==> config.mk <==
export PLATFORM = sky130hd
export DESIGN_NAME = sgmo_ctrl
export DESIGN_NICKNAME = d
export VERILOG_FILES = /design/src/hdl/sgmo_pkg.sv /design/src/hdl/sgmo_ctrl.sv
export SDC_FILE = /design/constraint.sdc
export NUM_CORES = 1
export LEC_CHECK = 0
export BUFFER_PORTS_ARGS = -buffer_cell sky130_fd_sc_hd__buf_2
export CAP_MARGIN = 20
export CORE_AREA = 2 2 41 43
export CTS_CLUSTER_SIZE = 12
export DETAILED_ROUTE_END_ITERATION = 10
export DIE_AREA = 0 0 43 45
export PLACE_DENSITY = 0.75
export SLEW_MARGIN = 10
export SYNTH_ARGS = -nofsm -noshare
export SYNTH_HDL_FRONTEND = slang
export SYNTH_SLANG_ARGS = --single-unit
export TNS_END_PERCENT = 30
==> constraint.sdc <==
create_clock -name clk -period 1.75 [get_ports clk]
set_input_delay 0.35 -clock clk [delete_from_list [all_inputs] [get_ports clk]]
set_output_delay 0.35 -clock clk [all_outputs]
set_load 0.01 [all_outputs]
==> src/hdl/sgmo_pkg.sv <==
// Shared types, constants and the arctangent table for the Sobel gradient
// magnitude and orientation block. No dependencies.

package sgmo_pkg;

    localparam int MAX_WIDTH_DEF   = 1024;
    localparam int CORDIC_STEPS    = 20;
    localparam int HALF_PI_UNITS   = 32941987;
    localparam int ORIENT_MAX      = 16085;
    localparam int ORIENT_FLAT     = 8042;
    localparam int CFG_IDX_W       = 2;
    localparam int CFG_DATA_W      = 12;
    localparam int WIDTH_RESET     = 640;
    localparam int HEIGHT_RESET    = 480;

    localparam logic [CFG_IDX_W-1:0] REG_IMAGE_WIDTH  = 2'd0;
    localparam logic [CFG_IDX_W-1:0] REG_IMAGE_HEIGHT = 2'd1;

    typedef enum logic [2:0] {
        S_IDLE,
        S_LOAD,
        S_GRAD,
        S_SQUARE,
        S_CALC,
        S_FINISH,
        S_OUT
    } state_t;

    // Slot code: bit 1 selects the lower row of the run, bit 0 the last-column result.
    typedef struct packed {
        logic       accept;
        logic       load;
        logic       grad;
        logic       square;
        logic       step;
        logic       finish;
        logic [1:0] slot;
        logic [4:0] iter;
    } cmd_t;

    typedef struct packed {
        logic [3:0] slot_valid;
        logic       last_row;
        logic       last_col;
    } status_t;

    function automatic logic signed [27:0] atan_units(input logic [4:0] i);
        logic signed [27:0] v;
        case (i)
            5'd0:    v = 28'sd16470993;
            5'd1:    v = 28'sd9723395;
            5'd2:    v = 28'sd5137575;
            5'd3:    v = 28'sd2607913;
            5'd4:    v = 28'sd1309017;
            5'd5:    v = 28'sd655147;
            5'd6:    v = 28'sd327653;
            5'd7:    v = 28'sd163837;
            5'd8:    v = 28'sd81920;
            5'd9:    v = 28'sd40960;
            5'd10:   v = 28'sd20480;
            5'd11:   v = 28'sd10240;
            5'd12:   v = 28'sd5120;
            5'd13:   v = 28'sd2560;
            5'd14:   v = 28'sd1280;
            5'd15:   v = 28'sd640;
            5'd16:   v = 28'sd320;
            5'd17:   v = 28'sd160;
            5'd18:   v = 28'sd80;
            5'd19:   v = 28'sd40;
            default: v = 28'sd0;
        endcase
        return v;
    endfunction

endpackage

==> src/hdl/sgmo_ctrl.sv <==
// Controller: sequences pixel load, result slots and the shared
// square-root / CORDIC iterations. Depends on sgmo_pkg.

module sgmo_ctrl (
    input  logic              clk,
    input  logic              rst_n,
    input  logic              in_valid,
    output logic              in_ready,
    output logic              out_valid,
    input  logic              out_ready,
    output logic              last_of_run,
    output logic              end_of_frame,
    output sgmo_pkg::cmd_t    cmd,
    input  sgmo_pkg::status_t status
);

    sgmo_pkg::state_t state_reg;
    sgmo_pkg::state_t state_next;
    logic [1:0]       slot_reg;
    logic [1:0]       slot_next;
    logic [4:0]       iter_reg;
    logic [4:0]       iter_next;
    logic [3:0]       later_mask;
    logic [3:0]       later;
    logic [1:0]       first_slot;
    logic [1:0]       next_slot;

    always_ff @(posedge clk or negedge rst_n)
    begin
        if (!rst_n)
        begin
            state_reg <= sgmo_pkg::S_IDLE;
            slot_reg  <= 2'd0;
            iter_reg  <= 5'd0;
        end
        else
        begin
            state_reg <= state_next;
            slot_reg  <= slot_next;
            iter_reg  <= iter_next;
        end
    end

    // Find first slot and the next slot after the current one
    always_comb
    begin
        first_slot = 2'd0;
        next_slot  = 2'd0;
        for (int s = 3; s >= 0; s--)
        begin
            later_mask[s] = (2'(s) > slot_reg);
            if (status.slot_valid[s])
            begin
                first_slot = 2'(s);
            end
            if (status.slot_valid[s] && (2'(s) > slot_reg))
            begin
                next_slot = 2'(s);
            end
        end
        later = status.slot_valid & later_mask;
    end

    always_comb
    begin
        state_next   = state_reg;
        slot_next    = slot_reg;
        iter_next    = iter_reg;
        cmd          = '0;
        cmd.slot     = slot_reg;
        cmd.iter     = iter_reg;
        in_ready     = 1'b0;
        out_valid    = 1'b0;
        last_of_run  = (later == 4'd0);
        end_of_frame = (later == 4'd0) && status.last_row && status.last_col;
        case (state_reg)
            sgmo_pkg::S_IDLE:
            begin
                in_ready = 1'b1;
                if (in_valid)
                begin
                    cmd.accept = 1'b1;
                    state_next = sgmo_pkg::S_LOAD;
                end
            end
            sgmo_pkg::S_LOAD:
            begin
                cmd.load = 1'b1;
                if (status.slot_valid != 4'd0)
                begin
                    slot_next  = first_slot;
                    state_next = sgmo_pkg::S_GRAD;
                end
                else
                begin
                    state_next = sgmo_pkg::S_IDLE;
                end
            end
            sgmo_pkg::S_GRAD:
            begin
                cmd.grad   = 1'b1;
                state_next = sgmo_pkg::S_SQUARE;
            end
            sgmo_pkg::S_SQUARE:
            begin
                cmd.square = 1'b1;
                iter_next  = 5'd0;
                state_next = sgmo_pkg::S_CALC;
            end
            sgmo_pkg::S_CALC:
            begin
                cmd.step = 1'b1;
                if (iter_reg == 5'(sgmo_pkg::CORDIC_STEPS - 1))
                begin
                    iter_next  = 5'd0;
                    state_next = sgmo_pkg::S_FINISH;
                end
                else
                begin
                    iter_next = iter_reg + 5'd1;
                end
            end
            sgmo_pkg::S_FINISH:
            begin
                cmd.finish = 1'b1;
                state_next = sgmo_pkg::S_OUT;
            end
            sgmo_pkg::S_OUT:
            begin
                out_valid = 1'b1;
                if (out_ready)
                begin
                    if (later != 4'd0)
                    begin
                        slot_next  = next_slot;
                        state_next = sgmo_pkg::S_GRAD;
                    end
                    else
                    begin
                        state_next = sgmo_pkg::S_IDLE;
                    end
                end
            end
            default:
            begin
                state_next = sgmo_pkg::S_IDLE;
            end
        endcase
    end

    a_no_overlap: assert property (@(posedge clk) disable iff (!rst_n)
        !(in_ready && out_valid))
        else $error("input taken while a result is pending");

    a_iter_range: assert property (@(posedge clk) disable iff (!rst_n)
        iter_reg < 5'(sgmo_pkg::CORDIC_STEPS))
        else $error("iteration count out of range");

    a_slot_live: assert property (@(posedge clk) disable iff (!rst_n)
        out_valid |-> status.slot_valid[slot_reg])
        else $error("result presented for an empty slot");

    a_eof_last: assert property (@(posedge clk) disable iff (!rst_n)
        (out_valid && end_of_frame) |-> last_of_run)
        else $error("frame end not on last result of run");

    a_load_after_accept: assert property (@(posedge clk) disable iff (!rst_n)
        (in_valid && in_ready) |=> (state_reg == sgmo_pkg::S_LOAD))
        else $error("line store update skipped");

endmodule

==> results of run 1 <==
## worst paths after layout
check / end / slack (ns)
min: state_reg[0] / 0.42
max reg2reg: slot_reg[1] / 0.18
max in group asynchronous: state_reg[1] / 1.07
max: end_of_frame / 0.01
min in group asynchronous: state_reg[0] / 0.47
min reg2reg: iter_reg[1] / 0.56
## routing by layer
layer / up-vias / part of all wire, % / GRT usage (%)
li1: 334 / - / -
met1: 305 / 44 / 23.6
met5: - / 0 / 0
met3: 2 / 5.4 / 7.20
met2: 21 / 50 / 33.6
met4: 0 / 1.1 / 7.88
## worst reg2reg max path: cells and delay by family, from the launching register on
| kind | cells | cell delay, ns |
|---|---|---|
| AOI/OAI and AO/OA | 3 | 0.66 |
| DFF | 1 | 0.41 |
| muxes | 1 | 0.31 |
| buffers and inverters | 1 | 0.07 |
## repair_timing
item	CTS	global route
endpoints found under the hold margin	10	0
pin swaps	0	0
hold buffers	1	0
buffers inserted	1	0
setup endpoints to repair	3	5
gates cloned	0	0
gates resized for setup	1	3
## Yosys cell counts, drive strengths merged
master   instances
a211oi           1
nand3            2
nor3b            2
a21o             1
o21ai            7
and2             1
a2111oi          1
a31o             2
nand2            5
nor2             8
or3              1
nand2b           3
a22oi            1
ha               1
buf              2
mux2             3
a21oi            3
a22o             1
o22ai            1
nor3             2
o32a             1
o22a             1
a31oi            1
nand3b           2
mux2i            1
dfrtp           10
and3             2
o2bb2ai          1
inv              6
## power by group
group / switching, mW / total, mW / internal (mW)
registers: 0.105 / 0.425 / 0.320
clock network: 0.0821 / 0.208 / 0.126
logic: 0.389 / 0.755 / 0.366
## cells by family after synthesis
kind of cell               after synthesis
muxes                                    4
buffers and inverters                    8
AOI/OAI and AO/OA                       22
DFF                                     10
adders and majority gates                1
and+or+nand+nor                         28
## through the flow
stage	utilization, %	TNS [ns]	instances
floorplan	-	0	73
global placement	55.8	0	116
detailed placement	55.8	0	116
CTS	59.8	-0.0179	122
global route	59.9	-0.144	122
finish	59.9	0	122
## layout make-up
| type | count | share of cell area [%] |
|---|---|---|
| clock buffers | 4 | 4.11 |
| well taps | 16 | 2.27 |
| inverters | 6 | 2.55 |
| multi-input cells | 55 | 43.1 |
| flip-flops and latches | 10 | 28.7 |
| repair buffers | 31 | 19.3 |
==> summary.md, run 1 <==
| Metric | Value |
|---|---|
| Fillers | 132 |
| Design Area, Final | 882 um^2 |
| Drt via density | 5.43 |
| Max Cap Viol | 0 |
| P&R area growth vs syn | 33.0% |
| Ports | 27 |
| Synthesis-stage register bit count | 10 |
| Max Clock Skew | 0.00558 ns |
| Number of max-slew violations in the final report | 0 |
| Hold path start | in_valid |
| Reg area | 253 um^2 |
| Routability Congestion | 0.894 |
| Sequential-to-total area share from yosys stat | 37.7% |
| Period Utilization, post-route | 99.2% |
| Critical path's top delay family | flip-flops |
| Post-synthesis mux area share | 6.60% |
| Setup ws final | 0.0144 ns |
| Synth top area share | 37.7% |
| Syn Nets | 84 |
| Measured slew at the worst slew-check pin | 0.364 ns |
| CP max stage delay | 0.41 ns |
| Synth top area cells | dfrtp_1, o21ai_0, nor2_1 |
| Critical path depth | 5 |
| Setup Crit Path Kind | flip-flop to primary output |
| Routed wire length | 1640 um |
| Drt pass-1 iters | 4 |
| Multi-input logic area | 380 um^2 |
| Total CTS buffers | 3 |
| Cell area after synthesis | 663 um^2 |
| Die footprint | 0.00194 mm^2 |
| ANT nets after route | 0 |
| Status | finished, final reports clean |
| Yosys warning count | 0 |
| Crit path from | slot_reg[1] |
| Syn Area/Cell | 9.08 um^2 |
| Min Tclk post-route | 1.74 ns |
| Total chip power | 1.39 mW |
| DR vias | 662 |
| Overall die height | 45 um |
| Final Hold Vio Count | 0 |
| Final HPWL DP | 1230 um |
| Hold Crit Class | input pin to flip-flop |
| Crit-path cells | inv_2 -> a21oi_1 -> o22a_1 -> and3_2 -> buf_2 |
| Leak | 0.457 nW |
| Commonest non-fill, non-tap cells in the layout | buf_2, nor2_1, dfrtp_1, o21ai_0, nand2_1 |
| CTS Buffer Depth | 2 |
| Iter 0 DRT Violations | 19 |
| Max VDD drop | 0.786 mV |
| First-pass GRT wire length | 2840 um |
| Pwr/cell area | 1570 mW/mm^2 |
| CTS sink cnt | 10 |
| Initial antenna violation count | 0 |
| Max-slew headroom | 75.6% |
| Core Area | 0.00147 mm^2 |
| Clk slew on worst S/H paths | 0.07 ns |
| Drt wl/cell | 13.5 um |
| Nets@finish | 118 |
| CTS tree | done |
| Die W | 43 um |
| Worst EP required | 1.40 ns |
| Num rows | 14 |
| Setup crit end kind | primary output |
| Synth Area in Compound Gates | 24.5% |
| Main combinational cell family by area after synthesis | compound AO/OA/AOI/OAI gates |
| Htree depth | 1 |
| DRC Markers | 0 |
| Critical Path Fanout Max | 4 |
| Initial Util | 45.1% |
| Number of global-route vias before repair | 621 |
| Synth Area in Adders | 1.89% |
| Largest net degree at the start of global routing | 11 |
| Reg2reg path depth | 5 |
| WP data arrival | 1.39 ns |
| Crit path buf inv count | 2 |
| Max Fclk | 576 MHz |
| Simple-gate share of the synthesized area | 23.6% |
| Syn Inst Count | 73 |
| All-Layer GR Usage | 20.0% |
| Port bufs | 26 |
| Share of post-route cells with drive strength above 1 | 44.3% |
| Hold Path Stages | 3 |
| Hold Slack | 0.418 ns |
| Synth Area in XOR/XNOR | 0% |
| Startpoint Class | flip-flop |
| Placed cell area | 821 um^2 |
| CP max-delay cell | dfrtp_1 |
| Setup Viol. Count Final | 0 |
| Clock Latency Late Sink | 0.27 ns |
| GRT overflow | 0 |
| Clk root buf | clkbuf_4 |
| DP Worst Slack | 0.138 ns |
| Netlist cell types | 34 |
| Commonest non-fill, non-tap cell in the layout | buf_2 |
| Antenna Cells | 0 |
| RSZ-0062 raised after global routing | true |
| Number of flip-flops in the largest register | 5 |
| Synth area leader | dfrtp_1 |
| Worst R2R Start | slot_reg[1] |
Power figures use the tool's default switching activity.
==> run 2, diff against run 1 <==
--- a/config.mk
+++ b/config.mk
@@ -5,13 +5,14 @@
 export SDC_FILE = /design/constraint.sdc
 export NUM_CORES = 1
 export LEC_CHECK = 0
+export ABC_AREA = 1
 export BUFFER_PORTS_ARGS = -buffer_cell sky130_fd_sc_hd__buf_2
 export CAP_MARGIN = 20
-export CORE_AREA = 2 2 41 43
+export CORE_AREA = 2 2 42 44
 export CTS_CLUSTER_SIZE = 12
 export DETAILED_ROUTE_END_ITERATION = 10
-export DIE_AREA = 0 0 43 45
-export PLACE_DENSITY = 0.75
+export DIE_AREA = 0 0 44 46
+export PLACE_DENSITY = 0.74
 export SLEW_MARGIN = 10
 export SYNTH_ARGS = -nofsm -noshare
 export SYNTH_HDL_FRONTEND = slang
==> summary.md, run 2 <==
| Metric | Value |
|---|---|
| Status | finished, final reports clean |
| RSZ-0062 raised after global routing | false |
| Total CTS buffers | 3 |
| Hold Crit Class | input pin to flip-flop |
| Setup crit end kind | primary output |
| Setup TNS | 0 ns |
| Yosys warning count | 0 |
| CTS sink cnt | 10 |
| Clk slew on worst S/H paths | 0.07 ns |
| Setup ws final | 0.177 ns |
| Port bufs | 26 |
| Number of flip-flops in the largest register | 5 |
| Count leader, synth | nand2_1 |
| Worst EP required | 1.40 ns |
| Initial Util | 43.3% |
| Sequential-to-total area share from yosys stat | 35.8% |
| Nets@finish | 143 |
| Min Tclk post-route | 1.57 ns |
| Max Fclk | 636 MHz |
| Number of max-slew violations in the final report | 0 |
| Max Clock Skew | 0.00345 ns |
| DR vias | 755 |
| Synth top area cells | dfrtp_1, nand2_1, inv_1 |
| Pint | 775 uW |
| Placed cell count | 143 |
| Setup Viol. Count Final | 0 |
| Commonest non-fill, non-tap cell in the layout | nand2_1 |
| Hold Slack | 0.400 ns |
| Ports | 27 |
| CTS tree | done |
| Grt met3 use | 3.17% |
| WP data arrival | 1.22 ns |
| Post-synth EDFFs | 0 |
| Sequential share of power | 31.6% |
| Clock Latency Late Sink | 0.26 ns |
| Max-slew headroom | 81.3% |
| Largest net degree at the start of global routing | 11 |
| Switching Share | 47.6% |
| Pwr/cell area | 1650 mW/mm^2 |
| Htree depth | 1 |
| Final HPWL DP | 1310 um |
| GRT overflow | 0 |
| Synth area leader | dfrtp_1 |
| Leak | 0.544 nW |
| Async SR Flop Fraction | 100% |
| Routed wire length | 1600 um |
| Max VDD drop | 0.919 mV |
| Grt met1 use | 18.2% |
| Num rows | 15 |
| All-Layer GR Usage | 17.4% |
| Synth top area share | 35.8% |
| Synthesis-stage register bit count | 10 |
| Total chip power | 1.48 mW |
| Overall die height | 46 um |
| Routability Congestion | 0.787 |
| Clk root buf | clkbuf_4 |
| P_sw | 704 uW |
| Die footprint | 0.00202 mm^2 |
| Syn Nets | 111 |
| Final core utilization | 55.6% |
| DP Worst Slack | 0.411 ns |
| Most Crowded Layer GR | met2 |
| Syn Inst Count | 100 |
| Max Cap Viol | 0 |
| Commonest non-fill, non-tap cells in the layout | nand2_1, buf_2, inv_1, nand3_1, dfrtp_1 |
| Drt via density | 5.10 |
| Startpoint Class | flip-flop |
| Iter 0 DRT Violations | 11 |
| First-pass GRT wire length | 2590 um |
| Core Area | 0.00161 mm^2 |
| Syn Area/Cell | 6.99 um^2 |
| Placed cell area | 851 um^2 |
| P&R area growth vs syn | 28.3% |
| ANT nets after route | 0 |
| Setup Crit Path Kind | flip-flop to primary output |
| Period Utilization, post-route | 89.9% |
| Share of post-route cells with drive strength above 1 | 33.6% |
| Comb power frac | 54.4% |
| Drt wl/cell | 10.8 um |
| Clock share of power | 14.0% |
| Initial antenna violation count | 0 |
| Number of global-route vias before repair | 680 |
| Measured slew at the worst slew-check pin | 0.280 ns |
| Grt met2 use | 32.1% |
| Antenna Cells | 0 |
| Cell area after synthesis | 699 um^2 |
| Layout Cells excl Fill | 148 |
| Critical Path Fanout Max | 5 |
| Setup Fix Bufs, Post-CTS | 0 |
| Final Hold Vio Count | 0 |
| Die W | 44 um |
| DRC Markers | 0 |
| Netlist cell types | 22 |
| CTS Buffer Depth | 2 |
| Post-synth top cells | nand2_1, inv_1, nand3_1, dfrtp_1, nor2_1 |
| Synth Flop Type | dfrtp_1 |
| Drt pass-1 iters | 4 |
| Design Area, Final | 897 um^2 |
run 2: cell type report:
type,count,area [um^2]
Fill cell,167,717
Timing Repair Buffer,27,140
Tap cell,17,21.3
Sequential cell,10,250
Clock buffer,4,36.3
Multi-Input combinational cell,73,385
Inverter,17,63.8
run 2: path summary, 6_finish.rpt:
kind | from | endpoint | slack (ns) | depth (start not counted)
max reg2reg | iter_reg[0] | state_reg[1] | 0.39 | 7
min in group asynchronous | rst_n | iter_reg[4] | 0.47 | 2
max | slot_reg[1] | end_of_frame | 0.18 | 5
min | out_ready | state_reg[1] | 0.40 | 4
max in group asynchronous | rst_n | state_reg[0] | 1.10 | 2
min reg2reg | slot_reg[0] | slot_reg[0] | 0.52 | 2
run 2: cells by family (layout without fill, tap and decap cells):
group	count (synthesis)	count (layout)	share of synthesized area, %
AND/OR/NAND/NOR	62	62	43.6
AO/OA/AOI/OAI	8	8	7.15
flip-flops	10	10	35.8
buffers and inverters	17	48	9.12
XOR/XNOR	2	2	2.50
adder cells (fa/ha/maj)	1	1	1.79
run 2: per-layer routing:
| metal | routed length, um | share of wire, % | vias up |
|---|---|---|---|
| met5 | 0 | 0 | - |
| met4 | 42 | 2.6 | 0 |
| met3 | 83 | 5.2 | 6 |
| met2 | 816 | 51 | 25 |
| met1 | 657 | 41 | 343 |
| li1 | - | - | 381 |
run 2: worst max-delay path: stages, from the launching register on:
cell and delay [ns]:
dfrtp_1 0.42, nor2_1 0.13, nand2_1 0.10, nand3_1 0.12, nor2_1 0.05, buf_2 0.13
run 2: repair_timing:
item	in CTS	in global routing
resized for setup	0	0
hold endpoints to repair	10	0
hold buffers	1	0
run 2: power groups by stage:
stage          clock network, mW  logic, mW  registers, mW
2_1_floorplan                  0      0.545          0.475
6_report                   0.207      0.804          0.468
3_5_place_dp                   0      0.810          0.468
5_1_grt                    0.222      0.908          0.486
4_1_cts                    0.211      0.816          0.466
3_3_place_gp                   0      0.790          0.461
